### src/stt_pkg.sv
`timescale 1ns / 1ps
// shared types, codes and sizes for the timer slot table
// no dependencies

package stt_pkg;

   localparam int MaxTimers = 16;
   localparam int IdxW      = (MaxTimers > 1) ? $clog2(MaxTimers) : 1;
   localparam int ReqW      = 3;
   localparam int KindW     = 3;
   localparam int TimeW     = 48;
   localparam int DelayW    = 32;
   localparam int HandleW   = 32;
   localparam int CountW    = 5;

   typedef enum logic [ReqW-1:0] {
      REQ_ARM_ONCE     = 3'd0,
      REQ_ARM_PERIODIC = 3'd1,
      REQ_CLEAR        = 3'd2,
      REQ_CLEAR_ALL    = 3'd3,
      REQ_QUERY        = 3'd4,
      REQ_TICK         = 3'd5
   } req_code_type;

   typedef enum logic [KindW-1:0] {
      KIND_ARM       = 3'd0,
      KIND_CLEAR     = 3'd1,
      KIND_QUERY     = 3'd2,
      KIND_FIRE      = 3'd3,
      KIND_TICK_DONE = 3'd4
   } kind_type;

   typedef enum logic [1:0] {
      HSEL_ZERO,
      HSEL_NEW,
      HSEL_REQ,
      HSEL_SLOT
   } hsel_type;

   typedef enum logic [2:0] {
      S_IDLE,
      S_ARM,
      S_FIND,
      S_CLEAR_ALL,
      S_TICK,
      S_DONE
   } state_type;

   typedef struct packed {
      logic     load;
      logic     idx_step;
      logic     arm_write;
      logic     slot_free;
      logic     resched;
      logic     wipe_all;
      logic     fired_inc;
      logic     emit;
      kind_type emit_kind;
      hsel_type emit_hsel;
      logic     emit_flag;
      logic     emit_last;
   } cmd_type;

   typedef struct packed {
      logic [ReqW-1:0] in_type;
      logic [ReqW-1:0] req_type;
      logic            dly_zero;
      logic            slot_free;
      logic            slot_match;
      logic            slot_due;
      logic            slot_periodic;
      logic            idx_last;
      logic            out_ok;
   } status_type;

endpackage

### src/software_timer_slot_table_top.sv
`timescale 1ns / 1ps
// top level of the timer slot table: controller plus datapath
// depends on stt_pkg, stt_ctrl, stt_datapath
//
// channel | direction | handshake           | payload
// req     | in        | req_valid/req_stall | req_type, req_now_time, req_delay, req_handle
// rsp     | out       | rsp_valid/rsp_stall | event kind, handle, flag, counts, last
//
// one transaction at a time; the slot scan visits one slot per cycle unless a due result waits
// arm, clear and query stop at the first fitting slot or the last one; tick scans every slot
// unknown request types give no result
// a registered result stage lets the next transaction be taken while a result waits
// rsp_stall on a full result register holds a due result; reset is synchronous, active high

module software_timer_slot_table_top (
   input  logic                            clock,
   input  logic                            reset,
   input  logic                            req_valid,
   output logic                            req_stall,
   input  logic [stt_pkg::ReqW-1:0]        req_type,
   input  logic [stt_pkg::TimeW-1:0]       req_now_time,
   input  logic [stt_pkg::DelayW-1:0]      req_delay,
   input  logic [stt_pkg::HandleW-1:0]     req_handle,
   output logic                            rsp_valid,
   input  logic                            rsp_stall,
   output logic [stt_pkg::KindW-1:0]       rsp_event_kind,
   output logic [stt_pkg::HandleW-1:0]     rsp_out_handle,
   output logic                            rsp_flag,
   output logic [stt_pkg::CountW-1:0]      rsp_fired_count,
   output logic [stt_pkg::CountW-1:0]      rsp_active_total,
   output logic                            rsp_last
);

   stt_pkg::cmd_type    cmd;
   stt_pkg::status_type sts;

   stt_ctrl u_ctrl (
      .clock     (clock),
      .reset     (reset),
      .req_valid (req_valid),
      .req_stall (req_stall),
      .sts       (sts),
      .cmd       (cmd)
   );

   stt_datapath u_datapath (
      .clock            (clock),
      .reset            (reset),
      .req_type         (req_type),
      .req_now_time     (req_now_time),
      .req_delay        (req_delay),
      .req_handle       (req_handle),
      .rsp_stall        (rsp_stall),
      .rsp_valid        (rsp_valid),
      .rsp_event_kind   (rsp_event_kind),
      .rsp_out_handle   (rsp_out_handle),
      .rsp_flag         (rsp_flag),
      .rsp_fired_count  (rsp_fired_count),
      .rsp_active_total (rsp_active_total),
      .rsp_last         (rsp_last),
      .cmd              (cmd),
      .sts              (sts)
   );

endmodule

### src/stt_ctrl.sv
`timescale 1ns / 1ps
// controller state machine for the timer slot table
// depends on stt_pkg

module stt_ctrl (
   input  logic                clock,
   input  logic                reset,
   input  logic                req_valid,
   output logic                req_stall,
   input  stt_pkg::status_type sts,
   output stt_pkg::cmd_type    cmd
);

   stt_pkg::state_type state_ff, state_in;

   always_ff @(posedge clock) begin
      if (reset) begin
         state_ff <= stt_pkg::S_IDLE;
      end else begin
         state_ff <= state_in;
      end
   end

   assign req_stall = (state_ff != stt_pkg::S_IDLE);

   always_comb begin
      state_in = state_ff;
      cmd      = '0;
      unique case (state_ff)
         stt_pkg::S_IDLE: begin
            if (req_valid) begin
               cmd.load = 1'b1;
            end
         end
         stt_pkg::S_ARM: begin
            cmd.emit_kind = stt_pkg::KIND_ARM;
            cmd.emit_last = 1'b1;
            if (sts.dly_zero || sts.slot_free || sts.idx_last) begin
               if (sts.out_ok) begin
                  cmd.emit = 1'b1;
                  state_in = stt_pkg::S_IDLE;
                  if (!sts.dly_zero && sts.slot_free) begin
                     cmd.arm_write = 1'b1;
                     cmd.emit_hsel = stt_pkg::HSEL_NEW;
                     cmd.emit_flag = 1'b1;
                  end else begin
                     cmd.emit_hsel = stt_pkg::HSEL_ZERO;
                  end
               end
            end else begin
               cmd.idx_step = 1'b1;
            end
         end
         stt_pkg::S_FIND: begin
            cmd.emit_kind = (sts.req_type == stt_pkg::REQ_CLEAR) ?
                            stt_pkg::KIND_CLEAR : stt_pkg::KIND_QUERY;
            cmd.emit_hsel = stt_pkg::HSEL_REQ;
            cmd.emit_flag = sts.slot_match;
            cmd.emit_last = 1'b1;
            if (sts.slot_match || sts.idx_last) begin
               if (sts.out_ok) begin
                  cmd.emit      = 1'b1;
                  cmd.slot_free = sts.slot_match && (sts.req_type == stt_pkg::REQ_CLEAR);
                  state_in      = stt_pkg::S_IDLE;
               end
            end else begin
               cmd.idx_step = 1'b1;
            end
         end
         stt_pkg::S_CLEAR_ALL: begin
            cmd.emit_kind = stt_pkg::KIND_CLEAR;
            cmd.emit_hsel = stt_pkg::HSEL_ZERO;
            cmd.emit_last = 1'b1;
            if (sts.out_ok) begin
               cmd.emit     = 1'b1;
               cmd.wipe_all = 1'b1;
               state_in     = stt_pkg::S_IDLE;
            end
         end
         stt_pkg::S_TICK: begin
            cmd.emit_kind = stt_pkg::KIND_FIRE;
            cmd.emit_hsel = stt_pkg::HSEL_SLOT;
            if (!sts.slot_due || sts.out_ok) begin
               if (sts.slot_due) begin
                  cmd.emit      = 1'b1;
                  cmd.fired_inc = 1'b1;
                  cmd.resched   = sts.slot_periodic;
                  cmd.slot_free = !sts.slot_periodic;
               end
               if (sts.idx_last) begin
                  state_in = stt_pkg::S_DONE;
               end else begin
                  cmd.idx_step = 1'b1;
               end
            end
         end
         stt_pkg::S_DONE: begin
            cmd.emit_kind = stt_pkg::KIND_TICK_DONE;
            cmd.emit_hsel = stt_pkg::HSEL_ZERO;
            cmd.emit_last = 1'b1;
            if (sts.out_ok) begin
               cmd.emit = 1'b1;
               state_in = stt_pkg::S_IDLE;
            end
         end
         default: begin
            state_in = stt_pkg::S_IDLE;
         end
      endcase

      if (cmd.load) begin
         unique case (sts.in_type) inside
            stt_pkg::REQ_ARM_ONCE, stt_pkg::REQ_ARM_PERIODIC: state_in = stt_pkg::S_ARM;
            stt_pkg::REQ_CLEAR, stt_pkg::REQ_QUERY:           state_in = stt_pkg::S_FIND;
            stt_pkg::REQ_CLEAR_ALL:                           state_in = stt_pkg::S_CLEAR_ALL;
            stt_pkg::REQ_TICK:                                state_in = stt_pkg::S_TICK;
            default:                                          state_in = stt_pkg::S_IDLE;
         endcase
      end
   end

   // results only go out when the output register can take them
   a_emit_room: assert property (@(posedge clock) disable iff (reset)
      cmd.emit |-> sts.out_ok)
      else $error("result emitted while output register is busy");

   // an arm finishes the transaction
   a_arm_ends: assert property (@(posedge clock) disable iff (reset)
      cmd.arm_write |=> state_ff == stt_pkg::S_IDLE)
      else $error("controller kept working after arming a slot");

   // a new transaction is only taken while idle
   a_load_idle: assert property (@(posedge clock) disable iff (reset)
      cmd.load |-> (state_ff == stt_pkg::S_IDLE) && !cmd.emit)
      else $error("transaction loaded outside idle");

endmodule

### src/stt_datapath.sv
`timescale 1ns / 1ps
// slot storage, scan index, counters and result register
// depends on stt_pkg

module stt_datapath (
   input  logic                            clock,
   input  logic                            reset,
   input  logic [stt_pkg::ReqW-1:0]        req_type,
   input  logic [stt_pkg::TimeW-1:0]       req_now_time,
   input  logic [stt_pkg::DelayW-1:0]      req_delay,
   input  logic [stt_pkg::HandleW-1:0]     req_handle,
   input  logic                            rsp_stall,
   output logic                            rsp_valid,
   output logic [stt_pkg::KindW-1:0]       rsp_event_kind,
   output logic [stt_pkg::HandleW-1:0]     rsp_out_handle,
   output logic                            rsp_flag,
   output logic [stt_pkg::CountW-1:0]      rsp_fired_count,
   output logic [stt_pkg::CountW-1:0]      rsp_active_total,
   output logic                            rsp_last,
   input  stt_pkg::cmd_type                cmd,
   output stt_pkg::status_type             sts
);

   // captured transaction
   logic [stt_pkg::ReqW-1:0]    type_ff;
   logic [stt_pkg::TimeW-1:0]   now_ff;
   logic [stt_pkg::DelayW-1:0]  delay_ff;
   logic [stt_pkg::HandleW-1:0] handle_ff;

   // slot table
   logic [stt_pkg::MaxTimers-1:0] slot_active_ff;
   logic [stt_pkg::MaxTimers-1:0] slot_periodic_ff;
   logic [stt_pkg::HandleW-1:0]   slot_handle_ff   [stt_pkg::MaxTimers];
   logic [stt_pkg::DelayW-1:0]    slot_period_ff   [stt_pkg::MaxTimers];
   logic [stt_pkg::TimeW-1:0]     slot_deadline_ff [stt_pkg::MaxTimers];

   logic [stt_pkg::IdxW-1:0]    idx_ff, idx_in;
   logic [stt_pkg::CountW-1:0]  active_ff, active_in;
   logic [stt_pkg::CountW-1:0]  fired_ff, fired_in;
   logic [stt_pkg::HandleW-1:0] next_handle_ff, next_handle_in, handle_inc;
   logic                        rsp_valid_ff, rsp_valid_in;

   logic [stt_pkg::KindW-1:0]   rsp_kind_ff;
   logic [stt_pkg::HandleW-1:0] rsp_handle_ff, rsp_handle_in;
   logic                        rsp_flag_ff;
   logic [stt_pkg::CountW-1:0]  rsp_fired_ff;
   logic [stt_pkg::CountW-1:0]  rsp_active_ff;
   logic                        rsp_last_ff;

   logic                        cur_active;
   logic [stt_pkg::HandleW-1:0] cur_handle;
   logic [stt_pkg::TimeW-1:0]   cur_deadline;
   logic [stt_pkg::DelayW-1:0]  addend;
   logic [stt_pkg::TimeW:0]     sum;
   logic [stt_pkg::TimeW-1:0]   deadline_new;

   assign cur_active   = slot_active_ff[idx_ff];
   assign cur_handle   = slot_handle_ff[idx_ff];
   assign cur_deadline = slot_deadline_ff[idx_ff];

   // saturating deadline add, shared by arm and reschedule
   assign addend       = cmd.arm_write ? delay_ff : slot_period_ff[idx_ff];
   assign sum          = {1'b0, now_ff} + {{(stt_pkg::TimeW + 1 - stt_pkg::DelayW){1'b0}}, addend};
   assign deadline_new = sum[stt_pkg::TimeW] ? '1 : sum[stt_pkg::TimeW-1:0];

   assign handle_inc     = next_handle_ff + stt_pkg::HandleW'(1);
   assign next_handle_in = cmd.arm_write ?
                           ((handle_inc == '0) ? stt_pkg::HandleW'(1) : handle_inc) :
                           next_handle_ff;

   assign sts.in_type       = req_type;
   assign sts.req_type      = type_ff;
   assign sts.dly_zero      = (delay_ff == '0);
   assign sts.slot_free     = !cur_active;
   assign sts.slot_match    = cur_active && (handle_ff != '0) && (cur_handle == handle_ff);
   assign sts.slot_due      = cur_active && (now_ff >= cur_deadline);
   assign sts.slot_periodic = slot_periodic_ff[idx_ff];
   assign sts.idx_last      = (idx_ff == stt_pkg::IdxW'(stt_pkg::MaxTimers - 1));
   assign sts.out_ok        = !rsp_valid_ff || !rsp_stall;

   always_comb begin
      idx_in = idx_ff;
      if (cmd.load) begin
         idx_in = '0;
      end else if (cmd.idx_step) begin
         idx_in = idx_ff + stt_pkg::IdxW'(1);
      end

      active_in = active_ff;
      if (cmd.wipe_all) begin
         active_in = '0;
      end else if (cmd.arm_write) begin
         active_in = active_ff + stt_pkg::CountW'(1);
      end else if (cmd.slot_free) begin
         active_in = active_ff - stt_pkg::CountW'(1);
      end

      fired_in = fired_ff;
      if (cmd.load) begin
         fired_in = '0;
      end else if (cmd.fired_inc) begin
         fired_in = fired_ff + stt_pkg::CountW'(1);
      end

      case (cmd.emit_hsel)
         stt_pkg::HSEL_NEW:  rsp_handle_in = next_handle_ff;
         stt_pkg::HSEL_REQ:  rsp_handle_in = handle_ff;
         stt_pkg::HSEL_SLOT: rsp_handle_in = cur_handle;
         default:            rsp_handle_in = '0;
      endcase

      if (cmd.emit) begin
         rsp_valid_in = 1'b1;
      end else begin
         rsp_valid_in = rsp_valid_ff && rsp_stall;
      end
   end

   always_ff @(posedge clock) begin
      if (reset) begin
         slot_active_ff <= '0;
         idx_ff         <= '0;
         active_ff      <= '0;
         fired_ff       <= '0;
         next_handle_ff <= stt_pkg::HandleW'(1);
         rsp_valid_ff   <= 1'b0;
      end else begin
         idx_ff         <= idx_in;
         active_ff      <= active_in;
         fired_ff       <= fired_in;
         next_handle_ff <= next_handle_in;
         rsp_valid_ff   <= rsp_valid_in;
         if (cmd.wipe_all) begin
            slot_active_ff <= '0;
         end else if (cmd.arm_write) begin
            slot_active_ff[idx_ff] <= 1'b1;
         end else if (cmd.slot_free) begin
            slot_active_ff[idx_ff] <= 1'b0;
         end
      end
   end

   always_ff @(posedge clock) begin
      if (cmd.load) begin
         type_ff   <= req_type;
         now_ff    <= req_now_time;
         delay_ff  <= req_delay;
         handle_ff <= req_handle;
      end
      if (cmd.arm_write) begin
         slot_periodic_ff[idx_ff] <= (type_ff == stt_pkg::REQ_ARM_PERIODIC);
         slot_handle_ff[idx_ff]   <= next_handle_ff;
         slot_period_ff[idx_ff]   <= delay_ff;
      end
      if (cmd.arm_write || cmd.resched) begin
         slot_deadline_ff[idx_ff] <= deadline_new;
      end
      if (cmd.emit) begin
         rsp_kind_ff   <= cmd.emit_kind;
         rsp_handle_ff <= rsp_handle_in;
         rsp_flag_ff   <= cmd.emit_flag;
         rsp_fired_ff  <= (cmd.emit_kind == stt_pkg::KIND_TICK_DONE) ? fired_ff : '0;
         rsp_active_ff <= active_in;
         rsp_last_ff   <= cmd.emit_last;
      end
   end

   assign rsp_valid        = rsp_valid_ff;
   assign rsp_event_kind   = rsp_kind_ff;
   assign rsp_out_handle   = rsp_handle_ff;
   assign rsp_flag         = rsp_flag_ff;
   assign rsp_fired_count  = rsp_fired_ff;
   assign rsp_active_total = rsp_active_ff;
   assign rsp_last         = rsp_last_ff;

   // active count tracks the occupied slots
   a_count_match: assert property (@(posedge clock) disable iff (reset)
      active_ff == stt_pkg::CountW'($countones(slot_active_ff)))
      else $error("active count differs from occupied slots");

   // a slot is only armed when free
   a_arm_free: assert property (@(posedge clock) disable iff (reset)
      cmd.arm_write |-> !cur_active && (delay_ff != '0))
      else $error("arm into an occupied slot or with zero delay");

   // freeing and rescheduling only touch active slots
   a_touch_active: assert property (@(posedge clock) disable iff (reset)
      (cmd.slot_free || cmd.resched) |-> cur_active)
      else $error("free or reschedule of an inactive slot");

endmodule
### config.mk
export PLATFORM = sky130hd
export DESIGN_NAME = software_timer_slot_table_top
export DESIGN_NICKNAME = d
export VERILOG_FILES = /design/src/stt_pkg.sv /design/src/software_timer_slot_table_top.sv /design/src/stt_ctrl.sv /design/src/stt_datapath.sv
export SDC_FILE = /design/constraint.sdc
export NUM_CORES = 2
export LEC_CHECK = 0
export ABC_CLOCK_PERIOD_IN_PS = 18300
export CORE_ASPECT_RATIO = 0.5
export CORE_MARGIN = 2
export CORE_UTILIZATION = 35
export DETAILED_ROUTE_END_ITERATION = 16
export DONT_BUFFER_PORTS = 1
export PLACE_DENSITY = 0.54
export SLEW_MARGIN = 20
export SYNTH_ARGS = -nofsm -noshare
export SYNTH_HDL_FRONTEND = slang
export SYNTH_SLANG_ARGS = --single-unit
### constraint.sdc
create_clock -name clock -period 18.3 [get_ports clock]
set_clock_uncertainty 0.05 [all_clocks]
set_input_delay 0.915 -clock clock [delete_from_list [all_inputs] [get_ports clock]]
set_output_delay 0.915 -clock clock [all_outputs]
set_load 0.1 [all_outputs]
==> results.ini <==
[synthesis]
synthesis.area_um2=82400
synth.area.top_cells=edfxtp_1, mux4_2, dfxtp_1
synth_area_leader_cell=edfxtp_1
synth-seq-cells=2040
ys_types=81
synth_enable_flop_cells=1970
syn_avg_cell_area_um2=19.8
synth_nets=4374
yosysTopAreaCellShare_pct=71.8
yosys_warnings=0
ys_seq_area_share_pct=73.5
postSynthCellCount=4166
ys_async_sr_fraction_pct=0
yosys_most_used_dff=edfxtp_1

[critical_path]
crit_required_ns=18.69
cp_max_fo=115
cp.depth=16
crit_buf_inv=4
worst_path_max_delay_cell=dfxtp_4
r2r_cells=16
critPathLaunchType=flip-flop
slowest_delay_ns=0.99
crit_chain=buf_4 -> buf_12 -> mux4_2 -> mux4_2 -> inv_1 -> ha_1 -> nand4_1 -> or3_1 -> nor4bb_1 -> o211ai_1 -> a31oi_1 -> o31ai_4 -> nor3_2 -> a21oi_4 -> nor2_4 -> buf_4
cp_top_family=simple AND/OR/NAND/NOR gates
cp-end-kind=flip-flop
cp.arrival_ns=9.53
crit_type=reg2reg

[min_path]
min-delay-start=reset
hp-class=in2reg
holdPathStages=1

[place]
place.gp.congestion=0.837
dp_hpwl_um=124000
place_ws_ns=8.80
portBuffers=0
placedInstanceArea_um2=86400

[timing]
fin_setup_tns_ns=0
max_freq_mhz=109
rsz0062_at_grt=no
fin_crit_sh_pct=50.0
max_slew_margin_pct=21.5
slew_viol_final=0
setup_viol=0
tightest_slew_ns=1.18
hold_viol=0
period_needed_ns=9.14
holdWs_ns=0.0804
fin_ws_ns=9.16

[global_route]
grt_pass1_vias=42200
grt_max_degree=121
antenna_found_initial=22
grt_use_total_pct=18.1
grt_overflow=0
grt_pass1_wl_um=315000

[clocking]
ctsResizeCount=0
clock-sinks=2040
cts_max_level=4
cts_tree=built
post_cts_buffers=0
clk_pin_slew_worst_paths_ns=0.07
cts-root-buf=clkbuf_16
numCtsBuffers=193
cts_hold_buf=0
clock_latency_ns=0.87
clockBufferDepth=4

[pwr]
irDropWorstVdd_mv=0.0815
pwr_density_cell_nw_per_um2=145
power.leakage_nw=28.8

[floorplanning]
die_width_um=690
fp-row-count=125
core_area_um2=233000
start_util_pct=35.3
fp.dieH_um=347
die-area_um2=240000
ioPinCount=168

[job]
cap_violations=0

[drt]
wire_per_inst_um=29.4
drt_iter0_markers=4795
drt_pass1_iterations=6
wl_um=221000
drc_errors=0
via_count=41500
antenna_left=0
post_drt_via_cell_ratio=5.52

[cells_and_area]
layout_commonest_cell=edfxtp_1
drive_above_1_share_pct=21.8
syn2layout_area_growth_pct=12.1
final_area_um2=92300
finalNetCount=4464
final_cell_mix=edfxtp_1, mux4_2, nand2_1

[status]
status=finished, final reports clean

[final cells by class]
| class | count | area (µm²) |
|---|---|---|
| antenna | 5 | 12.5 |
| clock buffer | 251 | 5250 |
| clock inverter | 88 | 639 |
| fill | 20700 | 141000 |
| inverter | 103 | 399 |
| multi-input combinational | 1829 | 20900 |
| sequential | 2040 | 60600 |
| tap | 3111 | 3890 |
| timing repair buffer | 89 | 693 |
[flip-flops by register name, summed over array words and instances (netlist names), 16 cells and up, named ones only]
| register | count |
|---|---|
| u_datapath.slot_handle_ff | 512 |
| u_datapath.slot_periodic_ff | 16 |
| u_datapath.now_ff | 48 |
| u_datapath.next_handle_ff | 32 |
| u_datapath.slot_deadline_ff | 768 |
| u_datapath.handle_ff | 32 |
| u_datapath.delay_ff | 32 |
| u_datapath.rsp_out_handle | 32 |
| u_datapath.slot_period_ff | 512 |
[metal layers]
metal | track usage, % | routed length (µm)
met1 | 24.6 | 93600
met2 | 30.4 | 109000
met3 | 2.99 | 12800
met4 | 4.45 | 5480
met5 | 0 | 72
[cells by family after synthesis]
logic type / count (synthesis) / share of synthesized area [%]
AOI/OAI and AO/OA: 328 / 2.78
and+or+nand+nor: 677 / 3.88
muxes: 635 / 15.9
adders and majority gates: 89 / 1.36
buffers and inverters: 297 / 1.58
xor gates and xnor gates: 100 / 1.06
DFF: 2040 / 73.5
[synth_stat cells, drive strengths merged, types with 4 or more instances]
library cell and n:
or4 5, nor3b 7, buf 104, nand4b 4
clkbuf 90, mux4 532, nor3 36, a211oi 13
o221ai 15, nor4 36, mux2 25, ha 88
a221o 13, o211a 4, o22ai 13, xor2 35
o211ai 12, nor2 140, nor2b 11, a31oi 21
nand4 33, nand2b 22, edfxtp 1970, dfxtp 70
o31ai 4, o21ai 61, or3 18, a21o 37
a222oi 4, nand2 259, or2 5, o21bai 6
mux2i 78, inv 103, a21oi 64, o21a 8
nand3 49, and2 15, and4 6, xnor2 65
o221a 6, a311oi 4, and3 26
[stage by stage]
stage          instances  utilization (%)  total power (W)
4_1_cts             7511             39.6           0.0135
3_3_place_gp        7172             37.0          0.00958
5_1_grt             7515             39.6           0.0140
6_report            7516             39.6           0.0134
3_5_place_dp        7172             37.0          0.00967
2_1_floorplan       4166                -          0.00855
[report_power, final]
group / internal, W / switching (W) / leakage [nW]
Clock: 0.00214 / 0.00171 / 2.87
Combinational: 0.00103 / 0.00200 / 7.31
Sequential: 0.00610 / 0.000422 / 18.6
[worst register-to-register path, stage by stage, from the launching register on]
cell      delay [ns]
dfxtp_4         0.99
buf_4           0.83
buf_12          0.62
mux4_2          0.58
mux4_2          0.48
inv_1           0.12
ha_1            0.18
nand4_1         0.09
or3_1           0.55
nor4bb_1        0.89
o211ai_1        0.24
a31oi_1         0.38
o31ai_4         0.21
nor3_2          0.58
a21oi_4         0.40
nor2_4          0.80
buf_4           0.69
[path summary, 6_finish.rpt]
path / endpoint / slack [ns]
setup / recovery: u_datapath.slot_deadline_ff[15][2] / 9.16
hold / removal: u_ctrl.state_ff[2] / 0.08
setup reg to reg: u_datapath.slot_deadline_ff[15][2] / 9.16
hold reg to reg: flip-flop / 0.46
Power figures use the tool's default switching activity.
